## src/rtl/core/nht_pkg.sv

```systemverilog
// ----------------------------------------------------------------------------
// nht_pkg
// Types and constants shared by the node heartbeat table.
// ----------------------------------------------------------------------------
`default_nettype none

package nht_pkg;

  // Configuration register indexes
  localparam logic [2:0] CFG_RECOGNITION_CODE  = 3'd0;
  localparam logic [2:0] CFG_SENSOR_EVENT_CODE = 3'd1;
  localparam logic [2:0] CFG_SAFETY_EVENT_CODE = 3'd2;
  localparam logic [2:0] CFG_WATCHED_NODE_ID   = 3'd3;
  localparam logic [2:0] CFG_HEARTBEAT_TIMEOUT = 3'd4;
  localparam logic [2:0] CFG_MAPPING_WAIT      = 3'd5;
  localparam logic [2:0] CFG_IGNORE_DEAD_NODES = 3'd6;

  // Register values after reset
  localparam logic [15:0] RST_RECOGNITION_CODE  = 16'd1;
  localparam logic [15:0] RST_SENSOR_EVENT_CODE = 16'd2;
  localparam logic [15:0] RST_SAFETY_EVENT_CODE = 16'd3;
  localparam logic [2:0]  RST_WATCHED_NODE_ID   = 3'd1;
  localparam logic [31:0] RST_HEARTBEAT_TIMEOUT = 32'd3000;
  localparam logic [31:0] RST_MAPPING_WAIT      = 32'd5000;

  // Input item kinds (in_tuser)
  localparam logic OP_FRAME = 1'b0;
  localparam logic OP_TICK  = 1'b1;

  localparam int IN_DATA_W  = 40;
  localparam int OUT_DATA_W = 16;

  typedef enum logic [1:0] {
    ST_IDLE,
    ST_SCAN,
    ST_DONE
  } state_t;

  // One node table entry
  typedef struct packed {
    logic [31:0] last_seen;
    logic        alive;
    logic [2:0]  ident;
  } entry_t;

endpackage

`default_nettype wire

```

## src/rtl/core/node_heartbeat_table.sv

```systemverilog
// ----------------------------------------------------------------------------
// node_heartbeat_table
// Liveness monitor for nodes on a frame bus, node table held in one RAM.
// ----------------------------------------------------------------------------
// Each input word is a received frame (in_tuser 0) or one time tick
// (in_tuser 1) and gives exactly one result word. An item is accepted, then
// each entry of the node table is read in turn through the single read port
// of the node RAM (reads are pipelined with the write-back of the entry
// before), and last a new node is appended and the result register loaded.
// The next item is accepted while the result still waits on out_tready. The
// node RAM needs no clearing after reset: only entries below the fill count
// are ever evaluated.
// ----------------------------------------------------------------------------
`default_nettype none

module node_heartbeat_table #(
  parameter int MAX_NODES         = 8,
  parameter int ACTION_FLAG_BIT   = 1,
  parameter int RESPONSE_FLAG_BIT = 0
) (
  input  wire logic        clk,
  input  wire logic        rst_n,
  // configuration write channel
  input  wire logic        cfg_valid,
  output logic             cfg_ready,
  input  wire logic [2:0]  cfg_index,
  input  wire logic [31:0] cfg_data,
  // input stream
  input  wire logic        in_tvalid,
  output logic             in_tready,
  // tdata: frame_id[10:0], byte_zero[18:11], byte_one[26:19], byte_two[34:27]
  input  wire logic [nht_pkg::IN_DATA_W-1:0] in_tdata,
  // tuser: op
  input  wire logic        in_tuser,
  // result stream
  output logic             out_tvalid,
  input  wire logic        out_tready,
  // tdata: person_present[0], safety_byte[8:1], watched_alive[9],
  //        dead_error[10], node_count[14:11], table_overflow[15]
  output logic [nht_pkg::OUT_DATA_W-1:0] out_tdata
);

  localparam int IW = (MAX_NODES > 1) ? $clog2(MAX_NODES) : 1;
  localparam int CW = $clog2(MAX_NODES + 1);
  localparam logic [CW-1:0] FULL_COUNT = CW'(MAX_NODES);

  // configuration registers
  logic [15:0] recog_code_r;
  logic [15:0] sensor_code_r;
  logic [15:0] safety_code_r;
  logic [2:0]  watched_id_r;
  logic [31:0] hb_timeout_r;
  logic [31:0] map_wait_r;
  logic        ignore_dead_r;

  // block state
  nht_pkg::state_t state_r, state_nxt;
  logic [31:0]   tick_r, tick_nxt;
  logic [CW-1:0] used_r, used_nxt;
  logic          person_r, person_nxt;
  logic [7:0]    safety_r, safety_nxt;

  // per-item working registers
  logic          op_r, op_nxt;
  logic          resp_r, resp_nxt;
  logic [2:0]    sender_r, sender_nxt;
  logic [CW-1:0] rd_idx_r, rd_idx_nxt;
  logic          pend_r, pend_nxt;
  logic [IW-1:0] ev_idx_r, ev_idx_nxt;
  logic          found_r, found_nxt;
  logic          wfound_r, wfound_nxt;
  logic          walive_r, walive_nxt;
  logic          err_r, err_nxt;

  // result register
  logic                          out_valid_r, out_valid_nxt;
  logic [nht_pkg::OUT_DATA_W-1:0] out_data_r, out_data_nxt;

  // node RAM
  nht_pkg::entry_t mem [0:MAX_NODES-1];
  nht_pkg::entry_t rdata_r;
  nht_pkg::entry_t mem_wd;
  logic            mem_we;
  logic [IW-1:0]   mem_wa;
  logic [IW-1:0]   mem_ra;

  // input fields
  logic [10:0] in_fid;
  logic [15:0] in_code;
  logic [7:0]  in_val;
  logic        in_acc;

  // scan and finish terms
  logic          issue;
  logic          stale;
  logic          hit;
  logic          alive_new;
  logic          append;
  logic          overflow;
  logic          err_fin;
  logic          walive_fin;
  logic [CW-1:0] used_fin;

  assign in_fid   = in_tdata[10:0];
  assign in_code  = {in_tdata[18:11], in_tdata[26:19]};
  assign in_val   = in_tdata[34:27];
  assign in_acc   = in_tvalid && in_tready;

  assign in_tready  = (state_r == nht_pkg::ST_IDLE);
  assign cfg_ready  = 1'b1;
  assign out_tvalid = out_valid_r;
  assign out_tdata  = out_data_r;

  always_ff @(posedge clk) begin
    if (!rst_n) begin
      recog_code_r  <= nht_pkg::RST_RECOGNITION_CODE;
      sensor_code_r <= nht_pkg::RST_SENSOR_EVENT_CODE;
      safety_code_r <= nht_pkg::RST_SAFETY_EVENT_CODE;
      watched_id_r  <= nht_pkg::RST_WATCHED_NODE_ID;
      hb_timeout_r  <= nht_pkg::RST_HEARTBEAT_TIMEOUT;
      map_wait_r    <= nht_pkg::RST_MAPPING_WAIT;
      ignore_dead_r <= 1'b0;
    end else if (cfg_valid && cfg_ready) begin
      case (cfg_index)
        nht_pkg::CFG_RECOGNITION_CODE:  recog_code_r  <= cfg_data[15:0];
        nht_pkg::CFG_SENSOR_EVENT_CODE: sensor_code_r <= cfg_data[15:0];
        nht_pkg::CFG_SAFETY_EVENT_CODE: safety_code_r <= cfg_data[15:0];
        nht_pkg::CFG_WATCHED_NODE_ID:   watched_id_r  <= cfg_data[2:0];
        nht_pkg::CFG_HEARTBEAT_TIMEOUT: hb_timeout_r  <= cfg_data;
        nht_pkg::CFG_MAPPING_WAIT:      map_wait_r    <= cfg_data;
        nht_pkg::CFG_IGNORE_DEAD_NODES: ignore_dead_r <= cfg_data[0];
        default: ;
      endcase
    end
  end

  // node RAM: one write port, one registered read port
  always_ff @(posedge clk) begin
    if (mem_we) begin
      mem[mem_wa] <= mem_wd;
    end
    rdata_r <= mem[mem_ra];
  end

  assign mem_ra = rd_idx_r[IW-1:0];
  assign issue  = (rd_idx_r < used_r);

  // evaluate the entry read in the previous cycle
  assign stale     = ((tick_r - rdata_r.last_seen) > hb_timeout_r);
  assign hit       = resp_r && !found_r && (rdata_r.ident == sender_r);
  assign alive_new = op_r ? (rdata_r.alive && !stale) : (rdata_r.alive || hit);

  // finishing step
  assign append     = resp_r && !found_r && (used_r < FULL_COUNT);
  assign overflow   = resp_r && !found_r && (used_r >= FULL_COUNT);
  assign used_fin   = append ? (used_r + CW'(1)) : used_r;
  assign err_fin    = err_r || (op_r && (used_r == '0) && (tick_r > map_wait_r));
  assign walive_fin = wfound_r ? walive_r : (append && (sender_r == watched_id_r));

  always_comb begin
    state_nxt     = state_r;
    tick_nxt      = tick_r;
    used_nxt      = used_r;
    person_nxt    = person_r;
    safety_nxt    = safety_r;
    op_nxt        = op_r;
    resp_nxt      = resp_r;
    sender_nxt    = sender_r;
    rd_idx_nxt    = rd_idx_r;
    pend_nxt      = pend_r;
    ev_idx_nxt    = ev_idx_r;
    found_nxt     = found_r;
    wfound_nxt    = wfound_r;
    walive_nxt    = walive_r;
    err_nxt       = err_r;
    out_valid_nxt = out_valid_r;
    out_data_nxt  = out_data_r;
    mem_we        = 1'b0;
    mem_wa        = ev_idx_r;
    mem_wd        = rdata_r;

    // drop the result once taken
    if (out_valid_r && out_tready) begin
      out_valid_nxt = 1'b0;
    end

    case (state_r)
      nht_pkg::ST_IDLE: begin
        if (in_acc) begin
          op_nxt     = in_tuser;
          sender_nxt = in_fid[10:8];
          resp_nxt   = (in_tuser == nht_pkg::OP_FRAME) && in_fid[ACTION_FLAG_BIT] &&
                       in_fid[RESPONSE_FLAG_BIT] && (in_code == recog_code_r);
          rd_idx_nxt = '0;
          pend_nxt   = 1'b0;
          found_nxt  = 1'b0;
          wfound_nxt = 1'b0;
          walive_nxt = 1'b0;
          err_nxt    = 1'b0;
          if (in_tuser == nht_pkg::OP_TICK) begin
            tick_nxt = tick_r + 32'd1;
          end else if (!in_fid[ACTION_FLAG_BIT]) begin
            if (in_code == sensor_code_r) begin
              person_nxt = (in_val != 8'd0);
            end else if (in_code == safety_code_r) begin
              safety_nxt = in_val;
            end
          end
          state_nxt = nht_pkg::ST_SCAN;
        end
      end

      nht_pkg::ST_SCAN: begin
        if (pend_r) begin
          if (op_r) begin
            if (stale) begin
              mem_we = 1'b1;
              mem_wd.alive = 1'b0;
              if (!ignore_dead_r) begin
                err_nxt = 1'b1;
              end
            end
          end else if (hit) begin
            mem_we = 1'b1;
            mem_wd.alive = 1'b1;
            mem_wd.last_seen = tick_r;
            found_nxt = 1'b1;
          end
          if (!wfound_r && (rdata_r.ident == watched_id_r)) begin
            wfound_nxt = 1'b1;
            walive_nxt = alive_new;
          end
        end
        // advance the read pointer; the last entry is evaluated on the way out
        pend_nxt   = issue;
        ev_idx_nxt = rd_idx_r[IW-1:0];
        if (issue) begin
          rd_idx_nxt = rd_idx_r + CW'(1);
        end else begin
          state_nxt = nht_pkg::ST_DONE;
        end
      end

      nht_pkg::ST_DONE: begin
        // hold until the result register is free
        if (!out_valid_r || out_tready) begin
          if (append) begin
            mem_we = 1'b1;
            mem_wa = used_r[IW-1:0];
            mem_wd.ident = sender_r;
            mem_wd.alive = 1'b1;
            mem_wd.last_seen = tick_r;
          end
          used_nxt      = used_fin;
          out_valid_nxt = 1'b1;
          out_data_nxt  = {overflow, 4'(used_fin), err_fin, walive_fin, safety_r, person_r};
          state_nxt     = nht_pkg::ST_IDLE;
        end
      end

      default: begin
        state_nxt = nht_pkg::ST_IDLE;
      end
    endcase
  end

  always_ff @(posedge clk) begin
    if (!rst_n) begin
      state_r     <= nht_pkg::ST_IDLE;
      tick_r      <= '0;
      used_r      <= '0;
      person_r    <= 1'b0;
      safety_r    <= '0;
      pend_r      <= 1'b0;
      out_valid_r <= 1'b0;
    end else begin
      state_r     <= state_nxt;
      tick_r      <= tick_nxt;
      used_r      <= used_nxt;
      person_r    <= person_nxt;
      safety_r    <= safety_nxt;
      pend_r      <= pend_nxt;
      out_valid_r <= out_valid_nxt;
    end
  end

  always_ff @(posedge clk) begin
    op_r       <= op_nxt;
    resp_r     <= resp_nxt;
    sender_r   <= sender_nxt;
    rd_idx_r   <= rd_idx_nxt;
    ev_idx_r   <= ev_idx_nxt;
    found_r    <= found_nxt;
    wfound_r   <= wfound_nxt;
    walive_r   <= walive_nxt;
    err_r      <= err_nxt;
    out_data_r <= out_data_nxt;
  end

endmodule

`default_nettype wire

```

## config.mk

```make
export PLATFORM = sky130hd
export DESIGN_NAME = node_heartbeat_table
export DESIGN_NICKNAME = d
export VERILOG_FILES = /design/src/rtl/core/nht_pkg.sv /design/src/rtl/core/node_heartbeat_table.sv
export SDC_FILE = /design/constraint.sdc
export NUM_CORES = 1
export LEC_CHECK = 0
export ABC_AREA = 0
export ABC_CLOCK_PERIOD_IN_PS = 7800
export BUFFER_PORTS_ARGS = -buffer_cell sky130_fd_sc_hd__buf_2
export CAP_MARGIN = 20
export CORE_MARGIN = 8
export CORE_UTILIZATION = 44
export CTS_BUF_LIST = sky130_fd_sc_hd__clkbuf_16
export DETAILED_ROUTE_END_ITERATION = 10
export PLACE_DENSITY = 0.6
export SLEW_MARGIN = 15
export SYNTH_ARGS = -nofsm -noshare
export SYNTH_HDL_FRONTEND = slang
export SYNTH_SLANG_ARGS = --single-unit
```

## constraint.sdc

```tcl
create_clock -name clk -period 7.8 [get_ports clk]
set_input_delay 0.78 -clock clk [delete_from_list [all_inputs] [get_ports clk]]
set_output_delay 0.78 -clock clk [all_outputs]
set_load 0.02 [all_outputs]
```

-- Word-level counts from Yosys, hierarchy flattened
Memories as Yosys holds them, arrays and structs flattened. A register that Yosys moved wholly into a read port is not among the register bits.
Index checks and enable logic that the tools add are counted.
- mux-type cells: 51
- bitwise operators: 3
- order comparisons: 5
- reductions and logical operators: 44
- equal/unequal tests: 25
- $add $sub $neg: 4
- operators with widths (kind ; count):
    2-to-1 mux 36 bit ; 2
    2-to-1 mux 33 bit ; 2
    one-hot mux 33 bit (2 select lines) ; 1
    > comparator 32 bit ; 2
    == test 16 bit ; 3
    adder 32 x 1 -> 32 bit (second input constant) ; 1
    2-to-1 mux 32 bit ; 1
    subtractor 32 bit ; 1
    2-to-1 mux 1 bit ; 27
    inequality test 2 bit (second input constant) ; 10
    AND reduction 2 bit ; 10
    logical AND 1 bit ; 14
    2-to-1 mux 3 bit ; 4
    2-to-1 mux 4 bit ; 3
    one-hot mux 1 bit (2 select lines) ; 6
    AND reduction 6 bit ; 2
    AND reduction 5 bit ; 2
    == test 3 bit ; 3
    == test 3 bit (second input constant) ; 3
    AND reduction 3 bit ; 3
    adder 4 x 1 -> 4 bit (second input constant) ; 2
    one-hot mux 4 bit (2 select lines) ; 1
    nonzero test 8 bit ; 1
    == test 3 x 2 -> 1 bit (second input constant) ; 2
    17 further kinds ; 26
- output and inout port bits: 19
- logic and storage cells: 157
- bits in writable memories: 288
- memories: 1
- register bits after elaboration: 197
- memories (memory ; words ; bits a word ; read ports ; clocked after memory_dff ; wr ports ; RTL line ; source):
    mem ; 8 ; 36 ; 1 ; 1 ; 1 ; node_heartbeat_table.sv:80 ; nht_pkg::entry_t mem [0:MAX_NODES-1];

-- Logic depth before layout (Yosys ltp)
Gate-level depths: netlist of run 1.
- depth after elaboration: 9
- gate-level depth with buffers: 22
- mapped depth without buffers: 22

-- Least setup slack after synthesis of run 1
Ideal clock, no wire load.
- kind: flip-flop to flip-flop
- start point: register tick_r[0]
- end point: memory mem[0][0] (netlist name) (enable)
- path buffers: 0
- data required time: 7.318 ns
- library setup time: 0.482 ns
- stages on the path, launching flop included: 21
- path slack: 0.563 ns
- clock period less this slack: 7.237 ns
- arrival time: 6.756 ns
- path through: dfxtp_1 -> inv_1 -> ha_1 -> inv_1 -> fa_1 -> a21o_1 -> nand4_1 -> a21oi_1 -> o31a_1 -> a2111o_1 -> a31oi_1 -> o21ai_1 -> a21oi_2 -> xnor2_1 -> ha_1 -> nand4_1 -> or3_1 -> a311oi_1 -> o211a_2 -> a41oi_4 -> nor3b_1
- word-level cells in the longest chain between the ends: 8
- ends and longest elaborated chain (element ; RTL line ; source):
    start, declared ; node_heartbeat_table.sv:58 ; logic [31:0] tick_r, tick_nxt;
    start signal, assigned ; node_heartbeat_table.sv:278 ; tick_r <= tick_nxt;
    subtractor 32 bit ; node_heartbeat_table.sv:149 ; assign stale = ((tick_r - rdata_r.last_seen) > hb_timeout_r);
    > comparator 32 bit ; node_heartbeat_table.sv:149 ;
    2-to-1 mux 1 bit ; node_heartbeat_table.sv:216 ; if (stale) begin
    2-to-1 mux 1 bit ; node_heartbeat_table.sv:215 ; if (op_r) begin
    2-to-1 mux 1 bit ; node_heartbeat_table.sv:214 ; if (pend_r) begin
    one-hot mux 1 bit (2 select lines) ; node_heartbeat_table.sv:187 ; case (state_r)
    2-to-1 mux 1 bit ; node_heartbeat_table.sv:139 ; if (mem_we) begin
    2-to-1 mux 1 bit (not written as such) ; node_heartbeat_table.sv:140 ; mem[mem_wa] <= mem_wd;
    end, declared ; node_heartbeat_table.sv:80 ;
Every way passes these cells.

-- Worst setup path after layout of run 1
- start point: register tick_r[0]
- end point: memory mem[3][18] (netlist name) (enable)
The elaborated chain is that of the path after synthesis.

==> run metrics, run 1 <==
Achievable Freq 0.165 GHz; Port Buf Inserts 87; Setup violations, final 0; Starting Density 0.442; CTS Buffer Depth 3; # IOs 100; Power Density 319 nW/um^2; Die Wd 247 um; count leader, synth edfxtp_1; Fillers 4712; Final ANT Viol Nets 0; Net Count, Synth 2071; # rows 85; fin util 0.497; CTS tree yes; clock skew 21.9 ps; Crit Path Class reg -> reg; status completed; HPWL after DPL 35100 um; critical-path maximum fanout 36; Synth top area share 0.408; cell taking the most area after synthesis edfxtp_1; Area growth, synth to finish 12.6%; Tot Pwr 0.00848 W; initial antenna violation count 1; Synth Flop Type edfxtp_1; relative slew slack 0.291; routed via count 14.6k; internal power 0.00594 W; Tmin final 6050 ps; synthesized cell area 23600 um^2; # Post-CTS Setup Buffers 0; Critical Path AT 6280 ps; Final Hold Slack 362 ps; combinational power share 0.278; area of the multi-input gates 9300 um^2; post-CTS sizing 0; DR WL/cell 20.0 um; wirelength, routed 54300 um; unrepaired setup endpoints after global routing no; Nets 2160; layout cells sized above 1 0.156; final hold violation count 0; Synthesis Warnings 0; GPL Wtd Cong 0.840; Reg power frac 0.429; clock root buffer master clkbuf_16; synthesized instance count 1884; Placed Cells incl. Taps 2613; Post-Synth Simple-Gate Area 0.101; final non-filler cell total 2715; fin crit share 0.776; vias in the first global route 14.9k; CTS buffer count 53; Post-Synth Adder-Cell Area 0.0566; mux contribution to synthesized area 0.0929; CP endpoint kind flip-flop; Core ar. 53400 um^2; Worst setup SP type flip-flop; Yosys reg bits 521; gr usage total 0.178; post-synthesis xor/xnor area fraction 0.0431; sequential share of the synthesized area 0.578; die height 247 um; Slew Limit Fails 0; first-pass GRT wire length 84400 um; largest net degree at the start of global routing 110; synth unique cells 64; Worst Hold Class in -> reg; Vias/cell 5.39; Synth area leaders edfxtp_1, dfxtp_1, mux4_2; Reg clk slew, reported paths 60 ps; Skew-Pair Late Insertion Delay 600 ps; Leak 9.77 nW; DRC viols 0; Async SR Flop Fraction 0; number of flops mapped to enable cells by yosys 320; Worst Path Required 8020 ps; Die Area 61300 um^2; Synth top cells by count edfxtp_1, nand2_1, dfxtp_1, inv_1, ha_1; Clk pwr share 0.294; Least-Margin Pin Slew 1060 ps; sw power 0.00254 W; htree depth 2; complex-gate fraction of the synthesized area 0.0976; post-cts hold buffer count 0; switch share 0.299; Reg area 13600 um^2; Avg Cell Area, Syn 12.5 um^2; total gr overflow 0; largest family of logic cells by synthesized area simple AND/OR/NAND/NOR gates; worst vdd ir 175 uV; Starting DRT DRC Count 787; clock sinks 521; max-cap violations 0; Setup TNS 0 ps; First-pass DRT Iterations 5
## worst paths after layout
path	startpoint	endpoint	slack [ps]	cells after the start
max	tick_r[0]	mem[3][18]	1750	21
min	in_tdata[8]	sender_r[0]	360	1
max reg2reg	tick_r[0]	mem[3][18]	1750	21
min reg2reg	person_r	out_tdata[0]	430	0
## critical path, cell delays in order (launching register included)
cell and delay [ps]:
dfxtp_1 330, inv_1 120, ha_1 200, inv_1 60, fa_1 390, a21o_1 190
nand4_1 120, a21oi_1 130, o31a_1 350, a2111o_1 470, a31oi_1 270, o21ai_1 100
a21oi_2 150, xnor2_1 70, ha_1 300, nand4_1 160, or3_1 440, a311oi_1 290
o211a_2 350, a41oi_4 260, nor3_2 260, buf_4 580
## power groups by stage
stage               sequential [W]  combinational (W)  clock, W
floorplan                  0.00367            0.00175         0
global placement           0.00368            0.00232         0
detailed placement         0.00369            0.00238         0
CTS                        0.00363            0.00240   0.00255
global route               0.00365            0.00262   0.00266
finish                     0.00363            0.00236   0.00249
## metrics by stage
step | cell area, um^2 | worst slack [ps]
after global routing | 26600 | 1410
after CTS | 26500 | 1710
after global placement | 24800 | 1830
after floorplan | 23600 | 563
final | 26600 | 1750
after detailed placement | 24800 | 1730
## flip-flops by register name (all words and copies together) (netlist names), 8 cells and up
register / count
tick_r: 32
rdata_r: 36
mem: 288
sensor_code_r: 16
out_tdata: 16
safety_r: 8
recog_code_r: 16
map_wait_r: 32
safety_code_r: 16
hb_timeout_r: 32
## final cells by class
cell class                 count  area share
tap                          696      0.0328
clock buffer                  56      0.0528
clock inverter                44      0.0118
timing repair buffer         108      0.0232
inverter                     112      0.0158
multi-input combinational   1177       0.350
antenna                        1   0.0000942
sequential                   521       0.513
## cells by family after synthesis
logic type                 count (synthesis)
DFF                                      521
buffers and inverters                    186
adders and majority gates                106
other                                      1
xor gates and xnor gates                 116
AOI/OAI and AO/OA                        321
and+or+nand+nor                          509
muxes                                    124
## layout by cell type, fill, tap and decap left out, types with 4 or more instances in the layout
cell type	count
nand4_1	27
edfxtp_1	320
buf_2	86
clkinvlp_4	4
xnor2_1	64
inv_1	123
clkinv_2	11
o21ai_0	30
mux2_2	39
or3_1	7
nor4_1	13
nor2_1	29
nand2_1	269
a22o_1	32
o211ai_1	16
bufinv_16	4
a21boi_0	100
a21oi_1	48
and2_1	34
ha_1	105
buf_4	21
clkbuf_16	56
nor3_1	18
nor3b_2	4
nor2b_1	30
mux2i_1	13
dfxtp_1	201
a21o_1	29
o21a_1	16
a31oi_1	12
mux4_2	72
nor3_2	5
nand2b_1	12
nand3_1	35
clkinv_1	11
and3_1	14
xor2_1	52
o21bai_1	4
## per-layer routing
layer | wire, um | global-route usage
met1 | 24800 | 0.238
met2 | 26000 | 0.302
met3 | 2540 | 0.0284
met4 | 971 | 0.0399
met5 | 0 | 0
No activity file was read; power rests on OpenSTA's default activity.
==> inputs of run 2 (changes only) <==
- ABC_CLOCK_PERIOD_IN_PS: 7800 -> 5000
- PLACE_DENSITY: 0.6 -> 0.62
- clock period: 7.8 -> 5 ns (I/O delays scaled with it)
==> run 2 against run 1 <==
  * The run now ends with negative setup slack left
  * Sequential share of layout area shrank 2.1 points
  * Total power up 62%
  * Register-to-register slack worse by 2000 ps
  * Sequential power increased by 57%
  * Sequential cell count unchanged
  * Largest power group unchanged
  * Wire length grew 6.9%
  * Final area is 4.2% higher
  * Worst hold slack worse by 290 ps
  * Critical path depth rose by 2
  * Final cell count rose by 3.4%
==> run metrics, run 2 (synthesis gave the netlist of run 1 again) <==
R2R Path End mem[0][6]; clock sinks 521; Top delay family on crit path compound AO/OA/AOI/OAI gates; status complete, but fails checks; Die Area 61300 um^2; DR WL/cell 20.7 um; wirelength, routed 58100 um; worst vdd ir 515 uV; Largest register FFs 288; failing checks negative setup slack; HPWL after DPL 37600 um; area of the multi-input gates 9430 um^2; WP depth 23; Leak 10.4 nW; post-cts hold buffer count 0; relative slew slack 0.300; pre-CTS setup slack -273 ps; htree depth 2; n_diodes 0; DRC viols 0; gr usage total 0.187; WP buf/inv 5; crit path launch tick_r[0]; Core ar. 53400 um^2; clock skew 21.9 ps; First-pass DRT Iterations 5; setup ws final -275 ps; commonest non-fill, non-tap cell in the layout edfxtp_1; Least-Margin Pin Slew 1050 ps; first-pass GRT wire length 88300 um; Crit Path Class reg -> reg; CTS Buffer Depth 3; Worst setup SP type flip-flop; Register-to-Register Path Depth 23; Regs by FF count mem x288, rdata_r x36; CP endpoint kind flip-flop; critical-path maximum fanout 8; Slew Limit Fails 0; die height 247 um; Reg clk slew, reported paths 60 ps; Starting DRT DRC Count 1053; Vias/cell 5.47; total gr overflow 0; max-cap violations 0; Reg area 13600 um^2; routed via count 15.4k; CP max stage delay 470 ps; largest net degree at the start of global routing 116; reg2reg setup slack -270 ps; Skew-Pair Late Insertion Delay 610 ps; Die Wd 247 um; CTS buffer count 54; Fillers 4596; Hold Path Stages 1; Top reg by flops mem; # IOs 100; layout cells sized above 1 0.200; FF-to-FF Start tick_r[0]; clock root buffer master clkbuf_16; Area growth, synth to finish 17.4%; initial antenna violation count 1; Worst Setup EP mem[0][6]; Slowest cell on crit path a2111o_1; GPL Wtd Cong 0.866; most frequent cells in the layout edfxtp_1, nand2_1, dfxtp_1; Critical Path AT 5590 ps; fin crit share 1.05; Setup violations, final 288; CTS tree yes; Worst Path Required 5320 ps; Cell Chain, Critical Path inv_2 > ha_4 > inv_2 > fa_2 > a21o_1 > nand4_1 > a21oi_2 > o31a_1 > a2111o_1 > a31oi_4 > o21ai_2 > a21oi_2 > xnor2_1 > ha_1 > nand4_1 > or3_4 > a311oi_2 > o211a_4 > a41oi_4 > buf_12 > nor3b_4 > buf_6 > clkbuf_16; unrepaired setup endpoints after global routing yes; Worst Hold Class in -> reg; Nets 2253; final non-filler cell total 2807; Tmin final 5270 ps; Power Density 495 nW/um^2; final hold violation count 0; Placed Cells incl. Taps 2685; vias in the first global route 15.4k; Achievable Freq 0.190 GHz; # rows 85; Port Buf Inserts 87; Starting Density 0.442; Final ANT Viol Nets 0
==> run 2: routing by layer <==
layer  GRT usage  wire length (um)  up-vias
met3      0.0256              3090      104
met4      0.0637              1690        0
met1       0.250             26000     7636
met5           0                 0        -
met2       0.311             27300      387
li1            -                 -     7235
==> run 2: through the flow <==
stage	hold WS (ps)	power, W	instance area [um^2]	setup TNS (ps)	util
after CTS	34.5	0.0138	27300	-57060	0.512
after global routing	50.7	0.0144	27700	-115350	0.518
after floorplan	402	0.00849	23700	-79980	-
final	74.9	0.0137	27700	-60840	0.518
after global placement	410	0.00964	25600	-40000	0.479
after detailed placement	414	0.00976	25600	-71830	0.479
==> run 2: how the worst min path moves through the flow <==
stage	to	from	slack, ps
final	sender_r[0]	in_tdata[8]	70
after global routing	sender_r[0]	in_tdata[8]	50
after detailed placement	out_tdata[3]	safety_r[2]	410
after global placement	out_tdata[4]	safety_r[3]	410
after CTS	sender_r[0]	in_tdata[8]	30
after floorplan	out_tdata[0]	person_r	400
==> run 2: final cells by class <==
| class | instances | area share |
|---|---|---|
| Tap cell | 696 | 0.0315 |
| Clock buffer | 56 | 0.0506 |
| Timing Repair Buffer | 200 | 0.0564 |
| Clock inverter | 45 | 0.0130 |
| Inverter | 112 | 0.0152 |
| Sequential cell | 521 | 0.493 |
| Multi-Input combinational cell | 1177 | 0.341 |
==> run 2: where the power goes <==
group          total (W)  internal (W)  switching, W
sequential       0.00570       0.00549      0.000208
clock            0.00398       0.00229       0.00169
combinational    0.00402       0.00174       0.00228
==> run 2: repair_timing <==
action	CTS	global route
resized for setup	4	22
setup buffers	0	14
endpoints found under the setup margin	296	296
gates cloned	0	7
pin swaps	0	3
